### src/rtl/ivalc_ram.sv
`default_nettype none

module ivalc_ram #(
    parameter int WIDTH = 16,
    parameter int DEPTH = 64
) (
    input  wire logic                     i_clk,
    input  wire logic                     i_we,
    input  wire logic [$clog2(DEPTH)-1:0] i_waddr,
    input  wire logic [WIDTH-1:0]         i_wdata,
    input  wire logic                     i_re,
    input  wire logic [$clog2(DEPTH)-1:0] i_raddr,
    output logic      [WIDTH-1:0]         o_rdata
);

    logic [WIDTH-1:0] mem [DEPTH];

    // One write port, one registered read port; read data holds without a read
    always_ff @(posedge i_clk) begin
        if (i_we) begin
            mem[i_waddr] <= i_wdata;
        end
        if (i_re) begin
            o_rdata <= mem[i_raddr];
        end
    end

endmodule

`default_nettype wire

### config.mk
export PLATFORM = sky130hd
export DESIGN_NAME = ivalc_ram
export DESIGN_NICKNAME = d
export VERILOG_FILES = /design/src/rtl/ivalc_ram.sv
export SDC_FILE = /design/constraint.sdc
export NUM_CORES = 1
export LEC_CHECK = 0
export BUFFER_PORTS_ARGS = -buffer_cell sky130_fd_sc_hd__buf_2
export CORE_UTILIZATION = 45
export DETAILED_ROUTE_END_ITERATION = 8
export GPL_TIMING_DRIVEN = 0
export MAX_ROUTING_LAYER = met4
export PLACE_DENSITY_LB_ADDON = 0.12
export SYNTH_ARGS = -nofsm -noshare
export SYNTH_HDL_FRONTEND = slang
export SYNTH_SLANG_ARGS = --single-unit
### constraint.sdc
create_clock -name i_clk -period 2.4 [get_ports i_clk]
set_input_delay 0 -clock i_clk [delete_from_list [all_inputs] [get_ports i_clk]]
set_output_delay 0 -clock i_clk [all_outputs]
set_load 0.005 [all_outputs]
==> metrics, run 1 <==
pin count of the biggest net entering global routing=between 60 and 70; Synth top area share=77.7%; minimum setup slack in the final design=0.0540 ns; Vias per Instance=5.94; # Post-CTS Setup Buffers=0; initial cell density of the core=45.5%; Clock Sinks=1040; Comb pwr share=5.5%; I/O pin count=47; Core Area=88400 um^2; hold depth=4; hold path startpoint=i_we; sequential element share of the synthesized area=77.7%; gpl congestion=0.882; top post-synthesis cells by area=edfxtp_1 78%, mux4_2 12%, mux2i_1 2.1%, mux2_2 0.76%, a22oi_1 0.73%; most frequent cells in the layout=1040 x edfxtp_1, 220 x mux4_2, 111 x clkbuf_16; most common cell after layout, fill and taps aside=edfxtp_1; ANT nets after route=0; outcome=complete, no violations; Setup-failing EPs final=0; FF-to-FF End=o_rdata[14]$_DFFE_PP_; final-report hold violation count=0; VDD IR max=a little under 600 uV; Async SR Flop Fraction=0%; Worst setup EP type=register; WL met3=8.60 mm; fill cell count=6842; crit path max fanout=10; worst setup path category=in2reg; Final Net Count=2096; EDFF count, synth=1040; Reg2Reg Depth=5; first-pass GRT wire length=149 mm; Worst R2R Start=mem[22][14]$_DFFE_PP_; Clock Path Buffers=3; Max Clk Rate=426 MHz; Power Density=approximately 830 nW/um^2; post-route DRC violation count=0; sequential power share=51.6%; Max H-tree Level=3; worst endpoint required time=2.83 ns; final cycle utilization of the critical path=a little over nine tenths; post-synth top area cell=edfxtp_1; routed len/inst=32.0 um; Distinct cells, synth=42; CTS tree=built; Hold/Removal Path Class=in2reg; Critical Path AT=2.77 ns; CTS buffer count=107; ys flop type=edfxtp_1; cell internal pwr=30.8 mW; WL met2=50.9 mm; Highest Signal Layer=met4; Worst-path clk slew=0.06 ns; Slew Limit Fails=0; vias after detailed routing=slightly below 20000; Seq cells post-synth=1040; Netlist Area Pre-Place=40200 um^2; Post-Route WL=roughly 110 mm; fin crit period=2.35 ns; YS warnings=0; GR Util All Layers=24.7%; Root Driver=clkbuf_16; Slew @ Worst Pin=1.41 ns; max_cap viols=0; post-layout util=between 50% and 60%; Die ar.=90500 um^2; Die Wd=301 um; Worst-Skew Late Latency=0.68 ns; LEAKAGE=14.8 nW; Met1 Wirelength=roughly 44 mm; share of cells above drive strength 1=30.7%; Non-Filler Instances=between 3000 and 4000; TritonRoute pass-1 iters=7; crit path launch type=input pin; Switching Fraction=21.2%; I/O Buffers=39; pre-CTS setup slack=-0.659 ns; Post-Syn Nets=1860; Hold EP=mem[53][8]$_DFFE_PP_; Initial DRC Count=2077; grt total ovfl=0; Synth Area per Inst=around 22 um^2; site row count=109; worst reg2reg setup slack=0.05 ns; Psw=a little over 8 mW; post-detail-place hpwl=roughly 69 mm; Cells after DPL=3096; initial antenna violation count=8; vias in the first global route=19700; Slew Limit Headroom=5.86%; Multi-input gate area=8480 um^2; area delta synth->final=16.6%; clock skew=between 0.03 and 0.04 ns; register area=31200 um^2; clock power share=43.0%; Die Span Y=301 um; RSZ-0062 raised after global routing=no; Cells after Synth=~1800
worst max-delay path by stage:
stage,cells after the start,endpoint,startpoint,slack [ns]
after floorplan,4,mem[48][0]$_DFFE_PP_,i_waddr[3],0.37
after global placement,3,mem[48][14]$_DFFE_PP_,i_waddr[4],-1.06
after detailed placement,7,o_rdata[15]$_DFFE_PP_,i_raddr[2],-0.66
after CTS,5,o_rdata[1]$_DFFE_PP_,mem[22][1]$_DFFE_PP_,0.008
after global routing,5,o_rdata[14]$_DFFE_PP_,mem[22][14]$_DFFE_PP_,0.009
final,8,o_rdata[12]$_DFFE_PP_,i_raddr[1],0.05
power by group through the flow:
stage	Combinational (mW)	Sequential, mW	Clock [mW]
3_3_place_gp	2.02	20.6	0
3_5_place_dp	2.09	20.6	0
6_report	2.13	20.2	16.8
5_1_grt	2.23	20.2	17.7
4_1_cts	2.11	20.2	17.1
2_1_floorplan	1.04	20.6	0
worst max-delay path, stage by stage:
cell     delay (ns)
buf_2          0.20
buf_2          0.37
buf_2          0.47
buf_2          0.42
mux4_2         0.40
nand2_1        0.09
nand4_1        0.40
and4_1         0.40
kinds of logic (layout without fill, tap and decap cells):
| group | count (synthesis) | after routing | share of synthesized area [%] |
|---|---|---|---|
| AO/OA/AOI/OAI | 129 | 129 | 2.40 |
| flip-flops | 1040 | 1040 | 77.7 |
| AND/OR/NAND/NOR | 220 | 220 | 2.64 |
| buffers and inverters | 104 | 432 | 1.82 |
| other | 0 | 8 | 0 |
| multiplexers | 336 | 336 | 15.5 |
through the flow:
| step | TNS [ns] | power [mW] | hold slack (ns) | cell area, um^2 |
|---|---|---|---|---|
| after floorplan | 0 | 21.6 | 0.0989 | 40200 |
| after global placement | -481.84 | 22.6 | 0.394 | 41900 |
| after detailed placement | -35.86 | 22.7 | 0.393 | 42900 |
| after CTS | 0 | 39.4 | 0.0671 | 46700 |
| after global routing | 0 | 40.1 | 0.129 | 46900 |
| final | 0 | 39.1 | 0.135 | 46900 |
cells in the mapped netlist (16+ instances only):
cell / n
clkbuf_1: 24
edfxtp_1: 1040
a22oi_1: 39
nor2_1: 72
mux2_2: 27
nand3_1: 24
nor2b_1: 30
mux4_2: 220
a221oi_1: 16
nand2_1: 59
a21oi_1: 17
mux2i_1: 85
buf_6: 17
buf_2: 36
flip-flops by register name, indices dropped and copies added, names as in the netlist:
signal / flops
mem: 1024
o_rdata: 16
final cells by class:
class | count | share of cell area [%]
sequential | 1040 | 66.6
multi-input combinational | 685 | 18.1
antenna | 8 | 0.0427
clock inverter | 71 | 1.53
buffer | 104 | 1.56
tap | 1165 | 3.11
clock buffer | 130 | 6.08
timing repair buffer | 127 | 3.00
what timing repair did:
item                       in CTS  in global routing
hold endpoints to repair       24                428
resized for setup               7                  7
hold buffers                   11                 14
gates cloned                    0                  0
setup endpoints to repair       7                  7
layer usage:
metal	vias up	GRT usage [%]
li1	8209	-
met1	10600	32.9
met2	846	37.4
met3	153	6.00
met4	0	8.54
met5	-	-
Power figures use the tool's default switching activity.
==> inputs of run 2 (changes only) <==
--- a/config.mk
+++ b/config.mk
@@ -5,6 +5,7 @@
 export SDC_FILE = /design/constraint.sdc
 export NUM_CORES = 1
 export LEC_CHECK = 0
+export ABC_AREA = 1
 export BUFFER_PORTS_ARGS = -buffer_cell sky130_fd_sc_hd__buf_2
 export CORE_UTILIZATION = 45
 export DETAILED_ROUTE_END_ITERATION = 8
==> metrics, run 2 <==
Distinct cells, synth=15; crit path max fanout=10; gpl congestion=0.962; TNS Setup=0 ns; Cells after Synth=3517; share of cells above drive strength 1=13.2%; Setup-failing EPs final=0; Slew Limit Fails=0; max reg flops=1024; Hold EP=mem[48][12]$_DFFE_PP_; TritonRoute pass-1 iters=9; cell internal pwr=30.0 mW; YS warnings=0; post-detail-place hpwl=approximately 96 mm; Switching Fraction=between 20% and 30%; Commonest cells post-synth=1296 x nand2_1, 1040 x edfxtp_1, 871 x nand3_1, 113 x buf_2, 56 x nor2_1; Die Span Y=slightly above 300 um; Cells after DPL=4894; Worst-path clk slew=roughly 0.060 ns; Root Driver=clkbuf_16; worst hold slack=0.0719 ns; worst reg2reg setup slack=0.54 ns; fill cell count=8039; initial cell density of the core=about 45%; most frequent cells in the layout=1296 x nand2_1, 1040 x edfxtp_1, 871 x nand3_1; Tot Pwr=39.1 mW; Post-DP Area=45600 um^2; clock power share=40.9%; Non-Filler Instances=about 5100; Async SR Flop Fraction=0%; Comb pwr share=7.4%; hold depth=2; # Post-CTS Setup Buffers=0; sequential element share of the synthesized area=~74%; most numerous cell in the Yosys netlist=nand2_1; worst endpoint required time=2.92 ns; fin crit period=between 2 and 2.5 ns; EDFF count, synth=~1000; post-layout util=52.8%; Psw=a little over 9 mW; minimum setup slack in the final design=between 0.03 and 0.04 ns; Max H-tree Level=3; CTS buffer count=approximately 110; Netlist Area Pre-Place=42300 um^2; hold path startpoint=i_waddr[1]; Final Net Count=3806; ys flop type=edfxtp_1; final-report hold violation count=0; cell area after layout=49200 um^2; max_cap viols=0; Synth Area per Inst=12.0 um^2; Synth top area share=~74%; worst setup path category=in2reg; Critical Path AT=2.89 ns; Worst-Skew Late Latency=0.70 ns; Initial DRC Count=3287; Crit path largest cell delay=0.90 ns; pre-CTS setup slack=-0.416 ns; Post-Route WL=about 140 mm; LEAKAGE=17.8 nW; clock skew=0.0217 ns; vias in the first global route=approximately 27000; area delta synth->final=16.4%; Max Clk Rate=422 MHz; VDD IR max=644 uV; routed len/inst=27.5 um; Clock Sinks=1040; Post-Syn Nets=3548; post-route DRC violation count=2; Biggest register=mem; Worst path slowest cell=buf_1; I/O Buffers=38; Worst setup EP type=register; Clock Path Buffers=3; worst-path cell chain=buf_2, buf_2, buf_1, nand3_1, nand2_1, nand2_1, nand3_1, nand3_1, nand2_1; Core Area=93200 um^2; most common cell after layout, fill and taps aside=nand2_1; RSZ-0062 raised after global routing=no; top post-synthesis cells by area=edfxtp_1 74%, nand2_1 12%, nand3_1 10%, buf_2 1.3%, buf_6 1.3%; Vias per Instance=5.62; sequential power share=between 50% and 60%; Reg2Reg Depth=8; Hold/Removal Path Class=in2reg; I/O pin count=47; Seq cells post-synth=1040; Die ar.=about 95000 um^2; CTS tree=built; post-synth top area cell=edfxtp_1; pin count of the biggest net entering global routing=between 60 and 70; vias after detailed routing=28800; Slew @ Worst Pin=1.13 ns; Power Density=795 nW/um^2; grt total ovfl=0; ANT nets after route=0; Worst R2R Start=mem[23][4]$_DFFE_PP_; failing checks=design-rule violations; GR Util All Layers=30.7%; Die Wd=approximately 310 um; FF-to-FF End=o_rdata[4]$_DFFE_PP_; site row count=~110; first-pass GRT wire length=197 mm; outcome=finished, violations left; final cycle utilization of the critical path=a little over nine tenths; crit path launch type=input pin; Regs by FF count=mem x1024, o_rdata x16; initial antenna violation count=13; Slew Limit Headroom=24.7%
## run 2: cell count changes after synthesis, moves of 39 or more
cell     previous run  this run
nand2_1            59      1296
buf_2              36       113
nand3_1            24       871
a22oi_1            39         0
mux2i_1            85         0
mux4_2            220         0
## run 2: kinds of logic after synthesis
group	Yosys count	share of synthesized area (%)
and+or+nand+nor	2240	22.6
DFF	1040	73.9
buffers and inverters	237	3.52
## run 2: final cells by class
cell class / count / area, um^2 / area share (%)
Sequential cell: 1040 / 31200 / 63.5
Multi-Input combinational cell: 2240 / 9740 / 19.8
Clock buffer: 134 / 2840 / 5.78
Timing Repair Buffer: 148 / 1840 / 3.74
Tap cell: 1254 / 1570 / 3.19
Buffer: 225 / 1440 / 2.92
Clock inverter: 63 / 477 / 0.969
Inverter: 12 / 52.6 / 0.107
Antenna cell: 8 / 20.0 / 0.0407
## run 2: what timing repair did
item                                   CTS  global route
gates resized for setup                  0             1
setup endpoints to repair                0             2
hold buffers                            25             0
endpoints found under the hold margin  565             0
## run 2: how the worst max path moves through the flow
stage,start,endpoint,depth (start not counted)
global route,i_waddr[2],mem[59][2]$_DFFE_PP_,6
CTS,i_waddr[2],mem[59][2]$_DFFE_PP_,6
floorplan,i_we,mem[48][0]$_DFFE_PP_,3
finish,i_raddr[2],o_rdata[4]$_DFFE_PP_,9
detailed placement,i_raddr[2],o_rdata[4]$_DFFE_PP_,9
global placement,i_we,mem[55][15]$_DFFE_PP_,3
## run 2: worst max-delay path, delay by kind of cell
kind | cells | cell delay, ns
buffers and inverters | 3 | 1.57
and+or+nand+nor | 6 | 1.29
## run 2: power by group through the flow
stage / sequential [mW] / combinational [mW] / clock [mW]
after floorplan: 20.6 / 1.35 / 0
after global placement: 20.6 / 2.73 / 0
after detailed placement: 20.6 / 2.83 / 0
after CTS: 20.2 / 2.87 / 16.2
after global routing: 20.2 / 3.07 / 16.8
final: 20.2 / 2.91 / 16.0
## run 2: routing by layer
metal | global-route usage [%] | wire length, um | share of wire (%) | vias up
li1 | - | - | - | 13000
met1 | 42.1 | 59300 | 42 | 14200
met4 | 10.5 | 5170 | 3.7 | 0
met5 | - | 0 | 0 | -
met2 | 46.7 | 64500 | 46 | 1406
met3 | 4.81 | 11800 | 8.4 | 239
