--- config.mk ---
export PLATFORM = sky130hd
export DESIGN_NAME = ivalc_search
export DESIGN_NICKNAME = d
export VERILOG_FILES = /design/src/rtl/ivalc_pkg.sv /design/src/rtl/ivalc_search.sv
export SDC_FILE = /design/constraint.sdc
export NUM_CORES = 1
export LEC_CHECK = 0
export ABC_AREA = 1
export BUFFER_PORTS_ARGS = -buffer_cell sky130_fd_sc_hd__buf_2
export CORE_UTILIZATION = 50
export DETAILED_ROUTE_END_ITERATION = 7
export PLACE_DENSITY = 0.81
export SLEW_MARGIN = 5
export SYNTH_ARGS = -nofsm -noshare
export SYNTH_HDL_FRONTEND = slang
export SYNTH_SLANG_ARGS = --single-unit
--- constraint.sdc ---
create_clock -name vclk -period 3.81
set_input_delay 0.381 -clock vclk [all_inputs]
set_output_delay 0.381 -clock vclk [all_outputs]
set_load 0.005 [all_outputs]
--- src/rtl/ivalc_pkg.sv ---
`default_nettype none

package ivalc_pkg;

    // Default sizes, handed to the top level as parameter defaults
    localparam int NUM_VECTORS_DEF         = 64;
    localparam int HANDLERS_PER_VECTOR_DEF = 32;
    localparam int HANDLER_ID_BITS_DEF     = 16;

    // Fixed field widths of the streams
    localparam int MODE_W      = 2;
    localparam int VEC_IN_W    = 8;
    localparam int VEC_W       = 7;
    localparam int STATUS_W    = 3;
    localparam int HID_FIELD_W = 16;
    localparam int IN_TDATA_W  = 24;
    localparam int OUT_TDATA_W = 32;

    // Request kinds
    localparam logic [MODE_W-1:0] MODE_ALLOC = 2'd0;
    localparam logic [MODE_W-1:0] MODE_BIND  = 2'd1;
    localparam logic [MODE_W-1:0] MODE_TRIG  = 2'd2;
    localparam logic [MODE_W-1:0] MODE_NONE  = 2'd3;

    // Result status codes
    localparam logic [STATUS_W-1:0] ST_OK        = 3'd0;
    localparam logic [STATUS_W-1:0] ST_RANGE     = 3'd1;
    localparam logic [STATUS_W-1:0] ST_NOT_ALLOC = 3'd2;
    localparam logic [STATUS_W-1:0] ST_FULL      = 3'd3;
    localparam logic [STATUS_W-1:0] ST_NO_FREE   = 3'd4;

    // Outcome of the free vector search
    typedef struct packed {
        logic             found;
        logic [VEC_W-1:0] idx;
    } t_search_res;

endpackage

`default_nettype wire

--- src/rtl/ivalc_search.sv ---
`default_nettype none

module ivalc_search #(
    parameter int NUM_VECTORS = ivalc_pkg::NUM_VECTORS_DEF
) (
    input  wire logic [NUM_VECTORS-1:0]         i_occ,
    input  wire logic [$clog2(NUM_VECTORS)-1:0] i_hint,
    output ivalc_pkg::t_search_res              o_res
);
    import ivalc_pkg::*;

    localparam int VIDX_W = $clog2(NUM_VECTORS);

    logic [NUM_VECTORS-1:0] free_all;
    logic [NUM_VECTORS-1:0] free_up;
    logic                   hit_up;
    logic                   hit_any;
    logic [VIDX_W-1:0]      idx_up;
    logic [VIDX_W-1:0]      idx_any;

    // First free vector at or above the hint, else first free from zero
    always_comb begin
        free_all = ~i_occ;
        for (int i = 0; i < NUM_VECTORS; i++) begin
            free_up[i] = free_all[i] && (VIDX_W'(i) >= i_hint);
        end
        hit_up  = 1'b0;
        hit_any = 1'b0;
        idx_up  = '0;
        idx_any = '0;
        for (int i = NUM_VECTORS - 1; i >= 0; i--) begin
            if (free_up[i]) begin
                hit_up = 1'b1;
                idx_up = VIDX_W'(i);
            end
            if (free_all[i]) begin
                hit_any = 1'b1;
                idx_any = VIDX_W'(i);
            end
        end
        o_res.found = hit_any;
        o_res.idx   = VEC_W'(hit_up ? idx_up : idx_any);
    end

endmodule

`default_nettype wire
==> results of run 1 <==
==> cell usage in the layout, fill, tap and decap left out, types with 7 or more instances in the layout <==
cell      Yosys  layout
inv_1        94      91
o21bai_1      7       7
nor2_1       80      75
o21ai_0      35      31
buf_4         3      63
nor3_1       20      20
nor4_1        9       8
a31oi_1       8       7
nand2_2       4       9
buf_6         2       9
inv_2         5       7
nand4_1       9       9
buf_2         0      72
nand2_1     198     192
a21oi_1      24      23
nand3_1      27      27
==> per-layer routing <==
metal,track usage [%],share of wire (%),up-vias
met5,0,0,-
met4,8.279,2.3,0
met3,2.072,9.2,27
met2,66.04,46,227
met1,53.32,42,1847
li1,-,-,2082
==> repair_timing <==
item,CTS,global route
resized for setup,12,35
setup buffers,2,3
setup endpoints to repair,2,4
pin swaps,3,20
==> worst paths after layout <==
| path | depth (start not counted) | end | slack, ps | startpoint |
|---|---|---|---|---|
| worst min-delay path | 5 | o_res[0] | 1140 | i_occ[1] |
| worst max-delay path | 70 | o_res[0] | -700 | i_hint[2] |
==> report_power, final <==
part           total [W]  switching (W)  leakage, nW  internal (W)
clock network          0              0            0             0
logic           0.000420       0.000243         2.02      0.000177
registers              0              0            0             0
total           0.000420       0.000243         2.02      0.000177
==> stage by stage <==
stage               instances  TNS, ps  worst slack, ps
floorplan                 561   -128.6           -128.6
global placement          761   -615.0           -611.7
detailed placement        761   -732.9           -701.0
CTS                       763   -588.0           -588.0
global route              766    -1672            -1382
finish                    766   -751.1           -701.3
==> kinds of logic (layout without fill, tap and decap cells) <==
| logic type | Yosys count | count (layout) | share of synthesized area (%) |
|---|---|---|---|
| other | 1 | 1 | 0.1499 |
| AOI/OAI and AO/OA | 96 | 96 | 22.76 |
| buffers and inverters | 108 | 246 | 17.26 |
| and+or+nand+nor | 356 | 356 | 59.83 |
==> cell usage after synthesis <==
master     number
a211oi_1        3
a21boi_0        4
a21oi_1        24
a311oi_1        1
a31o_2          1
a31oi_1         8
a32o_1          1
and2_1          1
buf_4           3
buf_6           2
clkbuf_1        2
clkinv_1        2
conb_1          1
inv_1          94
inv_2           5
nand2_1       198
nand2_2         4
nand2_4         2
nand3_1        27
nand3b_1        2
nand4_1         9
nor2_1         80
nor2_4          2
nor3_1         20
nor4_1          9
o2111ai_1       1
o211ai_1        5
o21a_1          1
o21ai_0        35
o21ai_1         1
o21ai_2         2
o21bai_1        7
o31ai_1         2
or3_1           1
or4_1           1
==> layout make-up <==
cell class / instances / area (µm²)
multi-input cells: 453 / 2160
fillers: 454 / 1172
repair buffers: 145 / 954.7
inverters: 101 / 384.1
well taps: 67 / 83.83
==> critical path: cells and delay by family <==
kind	cells	cell delay [ps]
AND/OR/NAND/NOR	68	3590
buffers and inverters	2	200
==> results.md, run 1 <==
* Largest net degree at the start of global routing at 13
* Hold Crit Class: in -> out
* Final setup viols at 2
* Seq/Total Area, Yosys at 0%
* Max VDD drop at 0.06799 mV
* Critical path's slowest cell: nor2_4
* Hold Buf Count CTS at 0
* Startpoint Class: input pin
* Area share of the leading cell type in the synthesized netlist at 29.71%
* Post-synth top area cell: nand2_1
* Failing checks: negative setup slack
* Final core occ at 75.34%
* Rows at 25
* Worst Path Required at 3430 ps
* Ant diodes at 0
* Drt initial violations at 380
* Post-DRT Antenna Nets at 0
* Initial antenna violation count at 0
* Pwr Density at 117.3 nW/µm²
* Routability Congestion at 0.9428
* Drt via density at 5.461
* Vias in the first global route at 3637
* Pre-antenna DRT Iters at 5
* Leak at 2.023 nW
* Top cell by count, worst path: nand2_1
* Tmin final at 4511 ps
* Final hold slack at 1143 ps
* Post-route design area at 3582 µm²
* Syn nets at 631
* Worst-path fanout max at 3
* CP arrival at 4130 ps
* Final slew viol count at 0
* Clock buf count at 0
* Overall power at 0.0004202 W
* Placed cell area at 3405 µm²
* RSZ-0062 raised after global routing: yes
* DRC at 0
* Top cells by area, synth: nand2_1, inv_1, nor2_1, o21ai_0, nand3_1
* Crit share post-route at 118.4%
* Crit-path max cell delay at 130 ps
* CP Class: in -> out
* Core area at 4755 µm²
* Seq cells at 0
* DIE HEIGHT at 72.73 µm
* Status: complete, but fails checks
* Slew @ Worst Pin at 578.2 ps
* Top Ports at 78
* Initial core utilization at 52.61%
* Fmax at 0.2217 GHz
* DR WL/cell at 13.52 µm
* Yosys cell types at 35
* FF+latch area at 0 µm²
* Final hold violation count at 0
* Synth Instances at 561
* Total gr overflow at 0
* DP HPWL at 8453 µm
* Final worst slack at -701.3 ps
* Final net count at 771
* Synth warn at 0
* Syn avg cell area at 4.458 µm²
* Worst slew margin at 61.16%
* Final WL at 10360 µm
* Max Cap Viol at 0
* Die area at 5289 µm²
* Port Buffer Count at 77
* Routed vias at 4183
* Layout area overhead at 43.22%
* CP endpoint kind: primary output
* Total GRT Usage at 38.60%
* Mapped Area at 2501 µm²
* First-pass GRT wire length at 16170 µm
* DIE WIDTH at 72.73 µm
* Layout cells sized above 1 at 25.89%
Note: power is estimated with default switching activity, not from simulation.
==> run 2: changes to the inputs <==
Settings changed: CAP_MARGIN from default to 5, CELL_PAD_IN_SITES_DETAIL_PLACEMENT from default to 1, CELL_PAD_IN_SITES_GLOBAL_PLACEMENT from default to 1, CORE_UTILIZATION 50 to 30, GPL_ROUTABILITY_DRIVEN from default to 0, PLACE_DENSITY 0.81 to default, PLACE_DENSITY_LB_ADDON from default to 0.1.
==> run 2 against run 1 <==
Effect of this change: the flow still finishes with violations (negative setup slack); combinational power is 5.7% higher; worst setup slack worse by 45 ps; routed wire length is 22% higher; critical path depth stayed put; first-iteration DRC count is 49% lower; die area is 65% higher; critical endpoint unchanged; largest cell class unchanged.
==> results.md, run 2 (same netlist as run 1, synthesis figures left out) <==
* Status: complete, but fails checks
* Failing checks: negative setup slack
* Worst-path fanout max at 4
* Final net count at 790
* DP HPWL at 10820 µm
* Final hold violation count at 0
* Post-DRT Antenna Nets at 0
* Max VDD drop at 0.05955 mV
* Die area at 8707 µm²
* Worst Path Required at 3430 ps
* DR WL/cell at 15.43 µm
* Top cell by count, worst path: nand2_1
* CP arrival at 4180 ps
* Overall power at 0.0004444 W
* RSZ-0062 raised after global routing: yes
* Pwr Density at 117.8 nW/µm²
* Placed cell area at 3528 µm²
* Initial antenna violation count at 0
* Slew @ Worst Pin at 563.5 ps
* FF+latch area at 0 µm²
* Setup WS pre-CTS at -859.6 ps
* DRC at 0
* Final WL at 12650 µm
* Core area at 7888 µm²
* Rows at 32
* Most common cell after layout, fill and taps aside: nand2_1
* Layout area overhead at 50.78%
* Seq cells at 0
* Largest net degree at the start of global routing at 13
* Leak at 2.116 nW
* Ant diodes at 0
* Routed vias at 4252
* CP startpoint: i_hint[3]
* Clock Power Share at 0%
* Crit share post-route at 119.6%
* Sw Share at 58.00%
* Crit-path max cell delay at 130 ps
* Comb pwr share at 100.0%
* Fin cells at 820
* CP Class: in -> out
* Clock buf count at 0
* Drt via density at 5.185
* Most frequent cells in the layout: nand2_1, inv_1, buf_4
* Fmax at 0.2195 GHz
* Placed insts at 805
* DIE HEIGHT at 93.31 µm
* Drt initial violations at 193
* Hold Crit Class: in -> out
* First-pass GRT wire length at 21000 µm
* Final worst slack at -746.5 ps
* Final slew viol count at 0
* Pre-antenna DRT Iters at 4
* Max Cap Viol at 0
* Total gr overflow at 0
* Total GRT Usage at 30.19%
* Min-delay src: i_occ[1]
* CP endpoint kind: primary output
* Vias in the first global route at 4507
* Tmin final at 4556 ps
* Internal at 0.0001867 W
* Setup TNS at -892.3 ps
* Port Buffer Count at 77
* Startpoint Class: input pin
* Seq pwr share at 0%
* DIE WIDTH at 93.31 µm
* Worst slew margin at 62.08%
* Post-route design area at 3771 µm²
* Final setup viols at 2
* Top Ports at 78
* Initial core utilization at 31.71%
* Psw at 0.0002577 W
* Layout cells sized above 1 at 28.27%
* Critical path's slowest cell: nor2_4
* Worst hold path cell count at 5
-- run 2: per-stage QoR --
stage | util, % | hold WS [ps]
after floorplan | - | 890.8
after global placement | 44.73 | 1149
after detailed placement | 44.73 | 1167
after CTS | 47.24 | 1168
after global routing | 47.81 | 1190
final | 47.81 | 1162
-- run 2: worst paths after layout --
path | endpoint | slack (ps)
setup / recovery | o_res[0] | -750
hold / removal | o_res[0] | 1160
-- run 2: layer usage --
layer | vias to the layer above | routed length [µm] | GRT usage [%]
met4 | 0 | 384 | 9.103
met3 | 21 | 555 | 1.057
met2 | 120 | 5994 | 54.47
li1 | 2123 | - | -
met1 | 1988 | 5718 | 38.65
met5 | - | 0 | 0
-- run 2: what timing repair did --
action / 4_1_cts / 5_1_grt
endpoints found under the setup margin: 2 / 5
pin swaps: 11 / 5
gates resized for setup: 32 / 11
setup buffers: 14 / 1
hold buffers: 0 / 0
-- run 2: layout make-up --
class / instances / area, µm²
fillers: 1258 / 4116
inverters: 101 / 385.4
multi-input cells: 453 / 2162
well taps: 102 / 127.6
repair buffers: 164 / 1096
-- run 2: worst max-delay path: cells and delay by family --
family / cells / cell delay, ps
buf+inv: 2 / 190
simple gates: 68 / 3620
-- run 2: power by group through the flow --
stage	clock network, W	logic (W)	registers [W]
2_1_floorplan	0	0.000221	0
3_3_place_gp	0	0.000398	0
3_5_place_dp	0	0.000412	0
4_1_cts	0	0.000433	0
5_1_grt	0	0.000496	0
6_report	0	0.000444	0
==> run 3: changes to the inputs <==
Settings changed: ABC_AREA 1 to default, CORE_UTILIZATION 30 to 35, GPL_TIMING_DRIVEN from default to 0.
==> run 3 against run 2 <==
Effect of this change: die area increased by 0.28%; core utilization shrank 4.2 points; via count grew 5.8%; highest routed layer unchanged; critical path depth decreased by 57; total power down 3.9%; worst hold slack improved by 130 ps; maximum frequency grew 24%; synthesized cell count fell by 14%; the flow now finishes without violations; critical endpoint unchanged; clock-buffer cell count is the same; worst setup slack improved by 880 ps.
==> results.md, run 3 <==
* DIE WIDTH at 93.44 µm
* Top routing layer used: met4
* Post-synth top area cell: a21oi_1
* Final WL at 14950 µm
* XOR/XNOR Fraction of Synth Area at 0%
* Crit share post-route at 96.53%
* Rows at 32
* Synth Area in Adders at 0.3420%
* Hold Buf Count CTS at 0
* Core area at 7888 µm²
* Top Ports at 78
* Syn nets at 552
* Slew @ Worst Pin at 920.6 ps
* Die area at 8731 µm²
* Setup TNS at 0 ps
* First-pass GRT wire length at 23120 µm
* Area share of the leading cell type in the synthesized netlist at 7.696%
* Synth top cells by count: nand2_1, a21oi_1, o21ai_0, nor2_1, inv_1
* Overall power at 0.0004273 W
* Initial antenna violation count at 0
* Comb pwr share at 100.0%
* Port Buffer Count at 75
* Final net count at 629
* FF+latch area at 0 µm²
* Final hold violation count at 0
* Yosys cell types at 76
* Vias in the first global route at 4372
* Final slew viol count at 0
* CP arrival at 3300 ps
* Metal-1 WL at 6136 µm
* Most common cell after layout, fill and taps aside: buf_2
* DP HPWL at 12080 µm
* Hold Crit Class: in -> out
* Layout cells sized above 1 at 23.16%
* Ant diodes at 0
* Synth Instances at 482
* Sw Share at 63.08%
* CP endpoint kind: primary output
* Pwr Density at 124.2 nW/µm²
* Seq pwr share at 0%
* Synth Area in Compound Gates at 52.80%
* Total GRT Usage at 34.34%
* CP Class: in -> out
* Routed vias at 4499
* Fmax at 0.2719 GHz
* Synth Area in Simple Gates at 36.34%
* Max Cap Viol at 0
* DR WL/cell at 22.68 µm
* Psw at 0.0002695 W
* Drt via density at 6.827
* Most common cell in the netlist: nand2_1
* DRC at 0
* Total gr overflow at 0
* Initial core utilization at 37.10%
* Met2 wire len at 6470 µm
* Synth warn at 0
* Multi-input logic area at 2631 µm²
* Most frequent cells in the layout: buf_2, nand2_1, a21oi_1
* Met3 WL at 1216 µm
* Max VDD drop at 0.03688 mV
* Worst slew margin at 38.16%
* Mapped Area at 2927 µm²
* Seq/Total Area, Yosys at 0%
* Startpoint Class: input pin
* Pre-antenna DRT Iters at 4
* Seq cells at 0
* Largest net degree at the start of global routing at 11
* Top cells by area, synth: a21oi_1, o21ai_0, nand2_1, nor2_1, nand3_1
* Tmin final at 3678 ps
* Clock Power Share at 0%
* Post-DRT Antenna Nets at 0
* Layout area overhead at 17.57%
* Mux cell area share after synthesis at 0%
* Worst Path Required at 3430 ps
* Leak at 1.419 nW
* RSZ-0062 raised after global routing: no
* DIE HEIGHT at 93.44 µm
* Syn avg cell area at 6.072 µm²
* Drt initial violations at 318
* Largest family of logic cells by synthesized area: compound AO/OA/AOI/OAI gates
* # fillers at 1153
* Clock buf count at 0
* Worst-path fanout max at 10
* Status: complete, no violations
* Final setup viols at 0
* Internal at 0.0001578 W
## run 3: layout make-up
| type | instances | share of cell area, % |
|---|---|---|
| multi-input cells | 426 | 76.47 |
| plain buffers | 32 | 6.291 |
| repair buffers | 75 | 10.91 |
| inverters | 24 | 2.618 |
| well taps | 102 | 3.709 |
## run 3: stage by stage
stage | cell area (µm²) | setup slack, ps | cells | hold slack [ps] | util [%]
floorplan | 2927 | 960.6 | 482 | 949.0 | -
global placement | 3430 | 169.1 | 659 | 1272 | 43.48
detailed placement | 3430 | 167.2 | 659 | 1276 | 43.48
CTS | 3430 | 153.4 | 659 | 1277 | 43.48
global route | 3441 | 3.039 | 659 | 1343 | 43.62
finish | 3441 | 132.3 | 659 | 1295 | 43.62
## run 3: power by group through the flow
| stage | Combinational (W) | Sequential, W | Clock [W] |
|---|---|---|---|
| after floorplan | 0.000242 | 0 | 0 |
| after global placement | 0.000403 | 0 | 0 |
| after detailed placement | 0.000412 | 0 | 0 |
| after CTS | 0.000414 | 0 | 0 |
| after global routing | 0.000460 | 0 | 0 |
| final | 0.000427 | 0 | 0 |
## run 3: routing by layer
metal,vias to the layer above,global-route usage (%)
met2,242,54.41
met5,-,0
met3,72,5.041
met4,0,23.21
met1,2149,42.73
li1,2036,-
## run 3: worst max-delay path, stage by stage
cell and delay [ps]:
buf_2 110, buf_2 180, buf_4 200, buf_2 220, o211a_1 200, o21ai_0 320, o21ai_0 200, a221oi_1 380
o211ai_1 170, a31o_2 290, a211oi_1 320, o31ai_1 150, buf_2 150
## run 3: final timing paths
check / slack (ps) / to / startpoint / depth (start not counted)
max: 130 / o_res[0] / i_hint[3] / 13
min: 1300 / o_res[0] / i_occ[0] / 4
## run 3: kinds of logic (layout without fill, tap and decap cells)
family,Yosys count,after routing
AO/OA/AOI/OAI,223,223
adder cells (fa/ha/maj),1,1
buffers and inverters,56,131
other,1,1
AND/OR/NAND/NOR,201,201
## run 3: what timing repair did
item	CTS	global route
setup buffers	0	0
setup endpoints to repair	0	1
resized for setup	0	3
